$ cat config.mk
export PLATFORM = sky130hd
export DESIGN_NAME = positional_list_store
export DESIGN_NICKNAME = d
export VERILOG_FILES = /design/src/rtl/plst_pkg.sv /design/src/rtl/plst_cell.sv /design/src/rtl/plst_find.sv /design/src/rtl/positional_list_store.sv
export SDC_FILE = /design/constraint.sdc
export NUM_CORES = 2
export LEC_CHECK = 0
export ABC_CLOCK_PERIOD_IN_PS = 36800
export BUFFER_PORTS_ARGS = -buffer_cell sky130_fd_sc_hd__buf_2
export CAP_MARGIN = 20
export CORE_ASPECT_RATIO = 1.4
export CORE_MARGIN = 2
export CORE_UTILIZATION = 40
export CTS_BUF_LIST = sky130_fd_sc_hd__clkbuf_4 sky130_fd_sc_hd__clkbuf_8
export DETAILED_ROUTE_END_ITERATION = 12
export PLACE_DENSITY = 0.63
export SYNTH_ARGS = -nofsm -noshare
export SYNTH_HDL_FRONTEND = slang
export SYNTH_HIERARCHICAL = 1
export SYNTH_SLANG_ARGS = --single-unit
export TNS_END_PERCENT = 50
$ cat constraint.sdc
create_clock -name aclk -period 36.8 [get_ports aclk]
set_input_delay 5.52 -clock aclk [delete_from_list [all_inputs] [get_ports aclk]]
set_output_delay 5.52 -clock aclk [all_outputs]
set_load 0.02 [all_outputs]
$ cat src/rtl/plst_pkg.sv
`timescale 1ns / 1ps
// ----------------------------------------------------------------------------
// plst_pkg: shared types and constants for the positional list store
// Request modes, result status codes, control state and cell command bundle.
// ----------------------------------------------------------------------------
package plst_pkg;

    localparam int DEPTH_DEF       = 32;
    localparam int VALUE_WIDTH_DEF = 32;

    localparam int MODE_W   = 2;
    localparam int STATUS_W = 2;

    typedef enum logic [MODE_W-1:0] {
        MODE_FIND   = 2'd0,
        MODE_INSERT = 2'd1,
        MODE_DELETE = 2'd2
    } plst_mode_t;

    typedef enum logic [STATUS_W-1:0] {
        ST_OK      = 2'd0,
        ST_FULL    = 2'd1,
        ST_BADPOS  = 2'd2,
        ST_MISSING = 2'd3
    } plst_status_t;

    typedef enum logic {
        S_IDLE = 1'b0,
        S_FIND = 1'b1
    } plst_state_t;

    // command broadcast to every cell in the chain
    typedef struct packed {
        logic ins;
        logic del;
        logic fnd;
    } plst_cmd_t;

endpackage

$ cat src/rtl/plst_cell.sv
`timescale 1ns / 1ps
// ----------------------------------------------------------------------------
// plst_cell: one list slot
// Holds one entry; on insert takes its left neighbor or the new value, on
// delete takes its right neighbor, on find registers an equality match.
// ----------------------------------------------------------------------------
module plst_cell #(
    parameter int DEPTH       = plst_pkg::DEPTH_DEF,
    parameter int VALUE_WIDTH = plst_pkg::VALUE_WIDTH_DEF,
    parameter int IDX         = 0
) (
    input  logic                          aclk,
    input  plst_pkg::plst_cmd_t           cmd,
    input  logic [$clog2(DEPTH)-1:0]      pos0,
    input  logic [VALUE_WIDTH-1:0]        value,
    input  logic [$clog2(DEPTH+1)-1:0]    count,
    input  logic [VALUE_WIDTH-1:0]        left_data,
    input  logic [VALUE_WIDTH-1:0]        right_data,
    output logic [VALUE_WIDTH-1:0]        data_out,
    output logic                          match_out
);

    localparam int IW = $clog2(DEPTH);
    localparam int CW = $clog2(DEPTH + 1);
    localparam logic [IW-1:0] IDX_I = IW'(IDX);
    localparam logic [CW-1:0] IDX_C = CW'(IDX);

    logic [VALUE_WIDTH-1:0] entry_reg;
    logic [VALUE_WIDTH-1:0] entry_next;
    logic                   match_reg;
    logic                   match_next;

    always_comb begin
        entry_next = entry_reg;
        if (cmd.ins) begin
            if (IDX_I > pos0) begin
                entry_next = left_data;
            end else if (IDX_I == pos0) begin
                entry_next = value;
            end
        end else if (cmd.del) begin
            if (IDX_I >= pos0) begin
                entry_next = right_data;
            end
        end
    end

    // only slots inside the current length can match
    always_comb begin
        match_next = match_reg;
        if (cmd.fnd) begin
            match_next = (entry_reg == value) && (IDX_C < count);
        end
    end

    always_ff @(posedge aclk) begin
        entry_reg <= entry_next;
        match_reg <= match_next;
    end

    assign data_out  = entry_reg;
    assign match_out = match_reg;

endmodule

$ cat src/rtl/plst_find.sv
`timescale 1ns / 1ps
// ----------------------------------------------------------------------------
// plst_find: lowest-match encoder
// Isolates the lowest set bit of the match vector and encodes its index.
// ----------------------------------------------------------------------------
module plst_find #(
    parameter int DEPTH = plst_pkg::DEPTH_DEF
) (
    input  logic [DEPTH-1:0]         match,
    output logic                     hit,
    output logic [$clog2(DEPTH)-1:0] idx
);

    localparam int IW = $clog2(DEPTH);

    logic [DEPTH-1:0] lowest;

    assign lowest = match & (~match + DEPTH'(1));
    assign hit    = |match;

    // lowest is one-hot, so each index bit is an OR over its slots
    always_comb begin
        idx = '0;
        for (int b = 0; b < IW; b++) begin
            for (int k = 0; k < DEPTH; k++) begin
                if (((k >> b) & 1) == 1) begin
                    idx[b] = idx[b] | lowest[k];
                end
            end
        end
    end

endmodule

$ cat src/rtl/positional_list_store.sv
`timescale 1ns / 1ps
// ----------------------------------------------------------------------------
// positional_list_store: bounded ordered list with find, insert and delete
// Chain of slot cells with a shared command bus and a lowest-match encoder.
// ----------------------------------------------------------------------------
// Entries live in a row of DEPTH cells; insert and delete shift the cells one
// step toward or away from the requested 1-based position, and their result
// is registered at the same edge the request is taken. For a find, every
// cell compares its entry at the accept edge, then the lowest-match encoder
// fills the result register. A new request is taken while the control is
// idle and the result register is empty or being drained in that cycle. The
// list is empty after reset and needs no clearing pass. Length and found
// index are reported in their 6- and 5-bit fields.
// ----------------------------------------------------------------------------
module positional_list_store #(
    parameter int DEPTH       = plst_pkg::DEPTH_DEF,
    parameter int VALUE_WIDTH = plst_pkg::VALUE_WIDTH_DEF
) (
    input  logic        aclk,
    input  logic        aresetn,

    input  logic        s_valid,
    output logic        s_ready,
    input  logic [1:0]  s_mode,
    input  logic [31:0] s_value,
    input  logic [5:0]  s_position,

    output logic        m_valid,
    input  logic        m_ready,
    output logic [1:0]  m_status,
    output logic [4:0]  m_found_index,
    output logic [5:0]  m_length
);

    localparam int IW = $clog2(DEPTH);
    localparam int CW = $clog2(DEPTH + 1);
    localparam int PW = (CW > 6) ? CW : 6;
    localparam logic [CW-1:0] FULL_C = CW'(DEPTH);

    plst_pkg::plst_state_t  state_reg;
    plst_pkg::plst_state_t  state_next;
    logic [CW-1:0]          count_reg;
    logic [CW-1:0]          count_next;

    logic                   m_valid_reg;
    logic                   m_valid_next;
    plst_pkg::plst_status_t m_status_reg;
    plst_pkg::plst_status_t m_status_next;
    logic [4:0]             m_index_reg;
    logic [4:0]             m_index_next;
    logic [5:0]             m_length_reg;
    logic [5:0]             m_length_next;

    logic                   acc;
    plst_pkg::plst_mode_t   mode_in;
    logic [VALUE_WIDTH-1:0] val_in;
    logic [PW-1:0]          pos_ext;
    logic [PW-1:0]          cnt_ext;
    logic                   ins_pos_ok;
    logic                   del_pos_ok;
    logic [IW-1:0]          pos0;
    plst_pkg::plst_cmd_t    dec_cmd;
    plst_pkg::plst_cmd_t    cell_cmd;
    plst_pkg::plst_status_t dec_status;

    logic [VALUE_WIDTH-1:0] cell_data [DEPTH];
    logic [DEPTH-1:0]       match_vec;
    logic                   find_hit;
    logic [IW-1:0]          find_idx;

    assign acc     = s_valid && s_ready;
    assign mode_in = plst_pkg::plst_mode_t'(s_mode);
    assign val_in  = VALUE_WIDTH'(s_value);
    assign pos_ext = PW'(s_position);
    assign cnt_ext = PW'(count_reg);

    assign ins_pos_ok = (pos_ext != '0) && ((pos_ext - PW'(1)) <= cnt_ext);
    assign del_pos_ok = (pos_ext != '0) && (pos_ext <= cnt_ext);
    assign pos0       = IW'(pos_ext - PW'(1));

    // request decode
    always_comb begin
        dec_cmd    = '0;
        dec_status = plst_pkg::ST_OK;
        unique case (mode_in)
            plst_pkg::MODE_FIND: begin
                dec_cmd.fnd = 1'b1;
            end
            plst_pkg::MODE_INSERT: begin
                if (count_reg >= FULL_C) begin
                    dec_status = plst_pkg::ST_FULL;
                end else if (ins_pos_ok) begin
                    dec_cmd.ins = 1'b1;
                end else begin
                    dec_status = plst_pkg::ST_BADPOS;
                end
            end
            plst_pkg::MODE_DELETE: begin
                if (del_pos_ok) begin
                    dec_cmd.del = 1'b1;
                end else begin
                    dec_status = plst_pkg::ST_BADPOS;
                end
            end
            default: begin
                dec_status = plst_pkg::ST_BADPOS;
            end
        endcase
    end

    assign cell_cmd = acc ? dec_cmd : '0;

    always_comb begin
        count_next = count_reg;
        if (cell_cmd.ins) begin
            count_next = count_reg + CW'(1);
        end else if (cell_cmd.del) begin
            count_next = count_reg - CW'(1);
        end
    end

    // cell chain
    for (genvar g = 0; g < DEPTH; g++) begin : g_cell
        logic [VALUE_WIDTH-1:0] left_w;
        logic [VALUE_WIDTH-1:0] right_w;

        if (g == 0) begin : g_first
            assign left_w = val_in;
        end else begin : g_mid_l
            assign left_w = cell_data[g-1];
        end
        if (g == DEPTH - 1) begin : g_last
            assign right_w = cell_data[g];
        end else begin : g_mid_r
            assign right_w = cell_data[g+1];
        end

        plst_cell #(
            .DEPTH       (DEPTH),
            .VALUE_WIDTH (VALUE_WIDTH),
            .IDX         (g)
        ) u_cell (
            .aclk       (aclk),
            .cmd        (cell_cmd),
            .pos0       (pos0),
            .value      (val_in),
            .count      (count_reg),
            .left_data  (left_w),
            .right_data (right_w),
            .data_out   (cell_data[g]),
            .match_out  (match_vec[g])
        );
    end

    plst_find #(
        .DEPTH (DEPTH)
    ) u_find (
        .match (match_vec),
        .hit   (find_hit),
        .idx   (find_idx)
    );

    // control: next state
    always_comb begin
        state_next = state_reg;
        unique case (state_reg)
            plst_pkg::S_IDLE: begin
                if (acc && dec_cmd.fnd) begin
                    state_next = plst_pkg::S_FIND;
                end
            end
            plst_pkg::S_FIND: begin
                state_next = plst_pkg::S_IDLE;
            end
            default: begin
                state_next = plst_pkg::S_IDLE;
            end
        endcase
    end

    // control: outputs
    always_comb begin
        s_ready = 1'b0;
        unique case (state_reg)
            plst_pkg::S_IDLE: begin
                s_ready = !m_valid_reg || m_ready;
            end
            plst_pkg::S_FIND: begin
                s_ready = 1'b0;
            end
            default: begin
                s_ready = 1'b0;
            end
        endcase
    end

    // result register
    always_comb begin
        m_valid_next  = m_valid_reg;
        m_status_next = m_status_reg;
        m_index_next  = m_index_reg;
        m_length_next = m_length_reg;
        if (m_valid_reg && m_ready) begin
            m_valid_next = 1'b0;
        end
        if (state_reg == plst_pkg::S_FIND) begin
            m_valid_next  = 1'b1;
            m_status_next = find_hit ? plst_pkg::ST_OK : plst_pkg::ST_MISSING;
            m_index_next  = find_hit ? 5'(find_idx) : 5'd0;
            m_length_next = 6'(count_reg);
        end else if (acc && !dec_cmd.fnd) begin
            m_valid_next  = 1'b1;
            m_status_next = dec_status;
            m_index_next  = 5'd0;
            m_length_next = 6'(count_next);
        end
    end

    always_ff @(posedge aclk) begin
        if (!aresetn) begin
            state_reg   <= plst_pkg::S_IDLE;
            count_reg   <= '0;
            m_valid_reg <= 1'b0;
        end else begin
            state_reg   <= state_next;
            count_reg   <= count_next;
            m_valid_reg <= m_valid_next;
        end
    end

    always_ff @(posedge aclk) begin
        m_status_reg <= m_status_next;
        m_index_reg  <= m_index_next;
        m_length_reg <= m_length_next;
    end

    assign m_valid       = m_valid_reg;
    assign m_status      = m_status_reg;
    assign m_found_index = m_index_reg;
    assign m_length      = m_length_reg;

    // checks
    a_count_bound: assert property (@(posedge aclk) disable iff (!aresetn)
        count_reg <= FULL_C)
        else $error("list length above depth");

    a_find_slot_free: assert property (@(posedge aclk) disable iff (!aresetn)
        state_reg == plst_pkg::S_FIND |-> !m_valid_reg)
        else $error("find result has no free output slot");

    a_full_insert_hold: assert property (@(posedge aclk) disable iff (!aresetn)
        acc && mode_in == plst_pkg::MODE_INSERT && count_reg == FULL_C
        |=> $stable(count_reg))
        else $error("insert into full list changed length");

    a_hit_in_range: assert property (@(posedge aclk) disable iff (!aresetn)
        state_reg == plst_pkg::S_FIND && find_hit |-> CW'(find_idx) < count_reg)
        else $error("find matched outside the list");

endmodule
==> run_summary.xml <==
<?xml version="1.0" encoding="UTF-8"?>
<metrics>
  <group name="yosys">
    <metric name="count_of_flip_flops_with_a_built_in_enable_after_synthesis" unit="">1069</metric>
    <metric name="synth-main-ff-cell" unit="">sky130_fd_sc_hd__edfxtp_1</metric>
    <metric name="post_synth_inst_count" unit="">6348</metric>
    <metric name="post_synthesis_register_bit_count" unit="">1077</metric>
    <metric name="yosysUniqueCellTypes" unit="">107</metric>
    <metric name="synthesis.nets" unit="">6408</metric>
    <metric name="yosys_warnings" unit="">6</metric>
    <metric name="synth.cells.most_frequent" unit="">sky130_fd_sc_hd__edfxtp_1 (1069), sky130_fd_sc_hd__nor2_1 (1044), sky130_fd_sc_hd__xor2_1 (914)</metric>
    <metric name="synth_top_cell_by_area" unit="">sky130_fd_sc_hd__edfxtp_1</metric>
    <metric name="synth_most_common_cell" unit="">sky130_fd_sc_hd__edfxtp_1</metric>
    <metric name="synth_seq_area_share" unit="">0.478</metric>
    <metric name="yosys.area.top_type_share" unit="">0.476</metric>
    <metric name="synth.cell_area" unit="mm2">0.0675</metric>
    <metric name="synthesis.area_per_instance" unit="um2">10.6</metric>
    <metric name="netlist_top_cells_area" unit="">sky130_fd_sc_hd__edfxtp_1 (48%), sky130_fd_sc_hd__mux2i_1 (12%), sky130_fd_sc_hd__xor2_1 (12%)</metric>
    <metric name="synthArstFlopShare" unit="">0</metric>
  </group>
  <group name="sta">
    <metric name="layout_worst_path_cycle_share" unit="">0.316</metric>
    <metric name="worst_slew_pin_slew" unit="ns">1.13</metric>
    <metric name="setup_violations" unit="">0</metric>
    <metric name="setup_repair_after_global_routing_missed_its_margin" unit="">no</metric>
    <metric name="slew_violations" unit="">0</metric>
    <metric name="tns" unit="ns">0</metric>
    <metric name="finClkSkew" unit="ns">0.0371</metric>
    <metric name="finalWorstPathRequiredPeriod" unit="ns">11.65</metric>
    <metric name="timing_hold_violations_final" unit="">0</metric>
    <metric name="fmaxAchievable" unit="MHz">85.9</metric>
    <metric name="fin_hold_ws" unit="ns">0.644</metric>
    <metric name="timing.slew.headroom" unit="">0.247</metric>
  </group>
  <group name="drt">
    <metric name="wire_per_inst" unit="um">29.0</metric>
    <metric name="first_pass_iters" unit="">9</metric>
    <metric name="initialDrtViolationCount" unit="">6429</metric>
    <metric name="drcViolationCount" unit="">0</metric>
    <metric name="route.final.wire_length" unit="um">255000</metric>
    <metric name="route.vias.total" unit="">53700</metric>
    <metric name="drtAntennaViolNets" unit="">0</metric>
    <metric name="routed_via_density" unit="">6.11</metric>
  </group>
  <group name="global_routing">
    <metric name="overflow" unit="">0</metric>
    <metric name="global_route.peak_usage_layer" unit="">met2</metric>
    <metric name="grt_pass1_vias" unit="">52500</metric>
    <metric name="grt.met3_usage" unit="">0.0519</metric>
    <metric name="grt_antenna_before_repair" unit="">12</metric>
    <metric name="grt_util_met1" unit="">0.328</metric>
    <metric name="track_usage" unit="">0.289</metric>
    <metric name="grt_pass1_wl" unit="um">363000</metric>
    <metric name="met2_usage" unit="">0.486</metric>
    <metric name="grt_max_degree" unit="">224</metric>
  </group>
  <group name="layout">
    <metric name="num-fill-cells" unit="">16100</metric>
    <metric name="layoutNonFillerInstCount" unit="">8799</metric>
    <metric name="fin_area" unit="mm2">0.0736</metric>
    <metric name="largest_register_ff_count" unit="">1024</metric>
    <metric name="finish.net_count" unit="">6468</metric>
    <metric name="layout-area-overhead-vs-synth" unit="%">9.08</metric>
    <metric name="drive_gt1_frac" unit="">0.101</metric>
  </group>
  <group name="clock_tree">
    <metric name="cts_resized" unit="">0</metric>
    <metric name="post-cts-setup-buffers" unit="">0</metric>
    <metric name="path_clk_slew" unit="ns">0.05</metric>
    <metric name="cts-buffers-inserted" unit="">183</metric>
    <metric name="clockRootBuffer" unit="">sky130_fd_sc_hd__clkbuf_8</metric>
    <metric name="number_of_levels_the_h_tree_was_split_into" unit="">4</metric>
    <metric name="postCtsHoldBufs" unit="">0</metric>
    <metric name="cts_buffer_depth" unit="">3</metric>
    <metric name="cts.sink_count" unit="">1077</metric>
    <metric name="worst_skew_pair.late_latency" unit="ns">0.97</metric>
    <metric name="tritoncts" unit="">yes</metric>
  </group>
  <group name="power_and_ir_drop">
    <metric name="power.static_leakage" unit="nW">27.5</metric>
    <metric name="power-per-cell-area" unit="mW/mm2">40.5</metric>
    <metric name="ir_worst_vdd" unit="mV">0.0389</metric>
  </group>
  <group name="min_path">
    <metric name="hold_path_depth" unit="">1</metric>
    <metric name="min_path_type" unit="">reg -&gt; reg</metric>
  </group>
  <group name="critical_path">
    <metric name="max_stage_delay" unit="ns">0.20</metric>
    <metric name="worstSetupPathType" unit="">in -&gt; out</metric>
    <metric name="critical_path.cell_chain" unit="">buf_2, nand2b_1, and2_1, buf_2</metric>
    <metric name="critical_path.n_buffers_inverters" unit="">2</metric>
    <metric name="timing.critical_path.required" unit="ns">31.28</metric>
    <metric name="critical-path-slowest-cell" unit="">sky130_fd_sc_hd__and2_1</metric>
    <metric name="timing.critical_path.mode_cell" unit="">sky130_fd_sc_hd__buf_2</metric>
    <metric name="startpoint_type" unit="">input port</metric>
    <metric name="worst-path-max-fanout" unit="">4</metric>
    <metric name="timing.critical_path.max_delay_family" unit="">simple AND/OR/NAND/NOR gates</metric>
    <metric name="number_of_cells_traversed_by_the_worst_register_to_register_path" unit="">12</metric>
    <metric name="cp.arrival" unit="ns">6.13</metric>
    <metric name="crit_path_end_kind" unit="">output port</metric>
    <metric name="worst-path-stages" unit="">4</metric>
  </group>
  <group name="run">
    <metric name="drv.max_cap_violation_count" unit="">0</metric>
  </group>
  <group name="placement">
    <metric name="dp_hpwl" unit="um">175000</metric>
    <metric name="routabilityCongestion" unit="">0.949</metric>
    <metric name="post_dp_cell_area" unit="mm2">0.0699</metric>
    <metric name="dp_cells" unit="">8466</metric>
    <metric name="io_buffers" unit="">58</metric>
  </group>
  <group name="floorplanning">
    <metric name="floorplan.initialDensity" unit="">0.402</metric>
    <metric name="num_io_pins" unit="">59</metric>
    <metric name="rows" unit="">178</metric>
    <metric name="dieHeight" unit="um">490</metric>
    <metric name="fp.coreArea" unit="mm2">0.168</metric>
    <metric name="die_w" unit="um">351</metric>
    <metric name="die_area" unit="mm2">0.172</metric>
  </group>
  <group name="status">
    <metric name="status" unit="">completed</metric>
  </group>
</metrics>
==> per-stage QoR <==
stage	utilization	setup slack, ns	total power, mW
after CTS	0.438	25.15	2.97
final	0.439	25.15	2.98
after global routing	0.439	25.12	3.06
after detailed placement	0.417	25.02	1.89
after global placement	0.416	25.02	1.89
after floorplan	-	18.90	1.73
==> path summary, 6_finish.rpt <==
check                                            to                                   start  slack, ns
max                                         s_ready                                 m_ready      25.15
min          g_cell[0].u_cell/data_out[3]$_DFFE_PP_  g_cell[1].u_cell/data_out[3]$_DFFE_PP_       0.64
max reg2reg  g_cell[9].u_cell/data_out[1]$_DFFE_PP_                   cnt_ext[1]$_SDFF_PN0_      30.34
min reg2reg  g_cell[0].u_cell/data_out[3]$_DFFE_PP_  g_cell[1].u_cell/data_out[3]$_DFFE_PP_       0.64
==> kinds of logic after synthesis <==
kind of cell,count (synthesis),synth area share
AOI/OAI and AO/OA,1154,0.0976
xor gates and xnor gates,1032,0.134
adders and majority gates,16,0.00297
buffers and inverters,358,0.0339
DFF,1077,0.478
muxes,866,0.129
and+or+nand+nor,1845,0.124
==> layer usage <==
layer / share of wire / routed length [um]
met1: 0.35 / 89700
met2: 0.48 / 124000
met3: 0.078 / 20000
met4: 0.087 / 22100
met5: 0.000094 / 24
==> area by class of cell <==
type | count | area (um2) | share of cell area
Antenna cell | 5 | 12.5 | 0.000170
Sequential cell | 1077 | 32300 | 0.439
Multi-Input combinational cell | 4913 | 33200 | 0.452
Clock inverter | 63 | 400 | 0.00544
Timing Repair Buffer | 208 | 1670 | 0.0227
Inverter | 25 | 93.8 | 0.00128
Tap cell | 2250 | 2820 | 0.0383
Clock buffer | 258 | 3090 | 0.0421
==> power by group <==
part / switching, mW / total, mW / internal, mW
sequential: 0.0390 / 1.42 / 1.38
clock: 0.532 / 1.09 / 0.561
combinational: 0.312 / 0.463 / 0.151
total: 0.883 / 2.98 / 2.10
==> cells in the final DEF, fill, tap and decap left out, drive strengths merged, types with 5 or more instances in the layout <==
cell type	n
buf	208
ha	16
xor2	914
mux2i	834
o21a	10
or4	9
nand2b	8
nor2b	6
a211oi	7
nand4	78
edfxtp	1069
dfxtp	8
nor3	41
nand2	342
a2111oi	7
a21oi	863
a21o	7
inv	34
o21ai	31
clkbuf	258
o31ai	7
clkinvlp	5
mux2	32
nand3	25
a31oi	170
clkinv	46
o211ai	11
diode	5
and2	9
or3	5
or2	5
xnor2	118
and3	8
nor2	1050
nor4	249
Note: power is estimated with default switching activity, not from simulation.
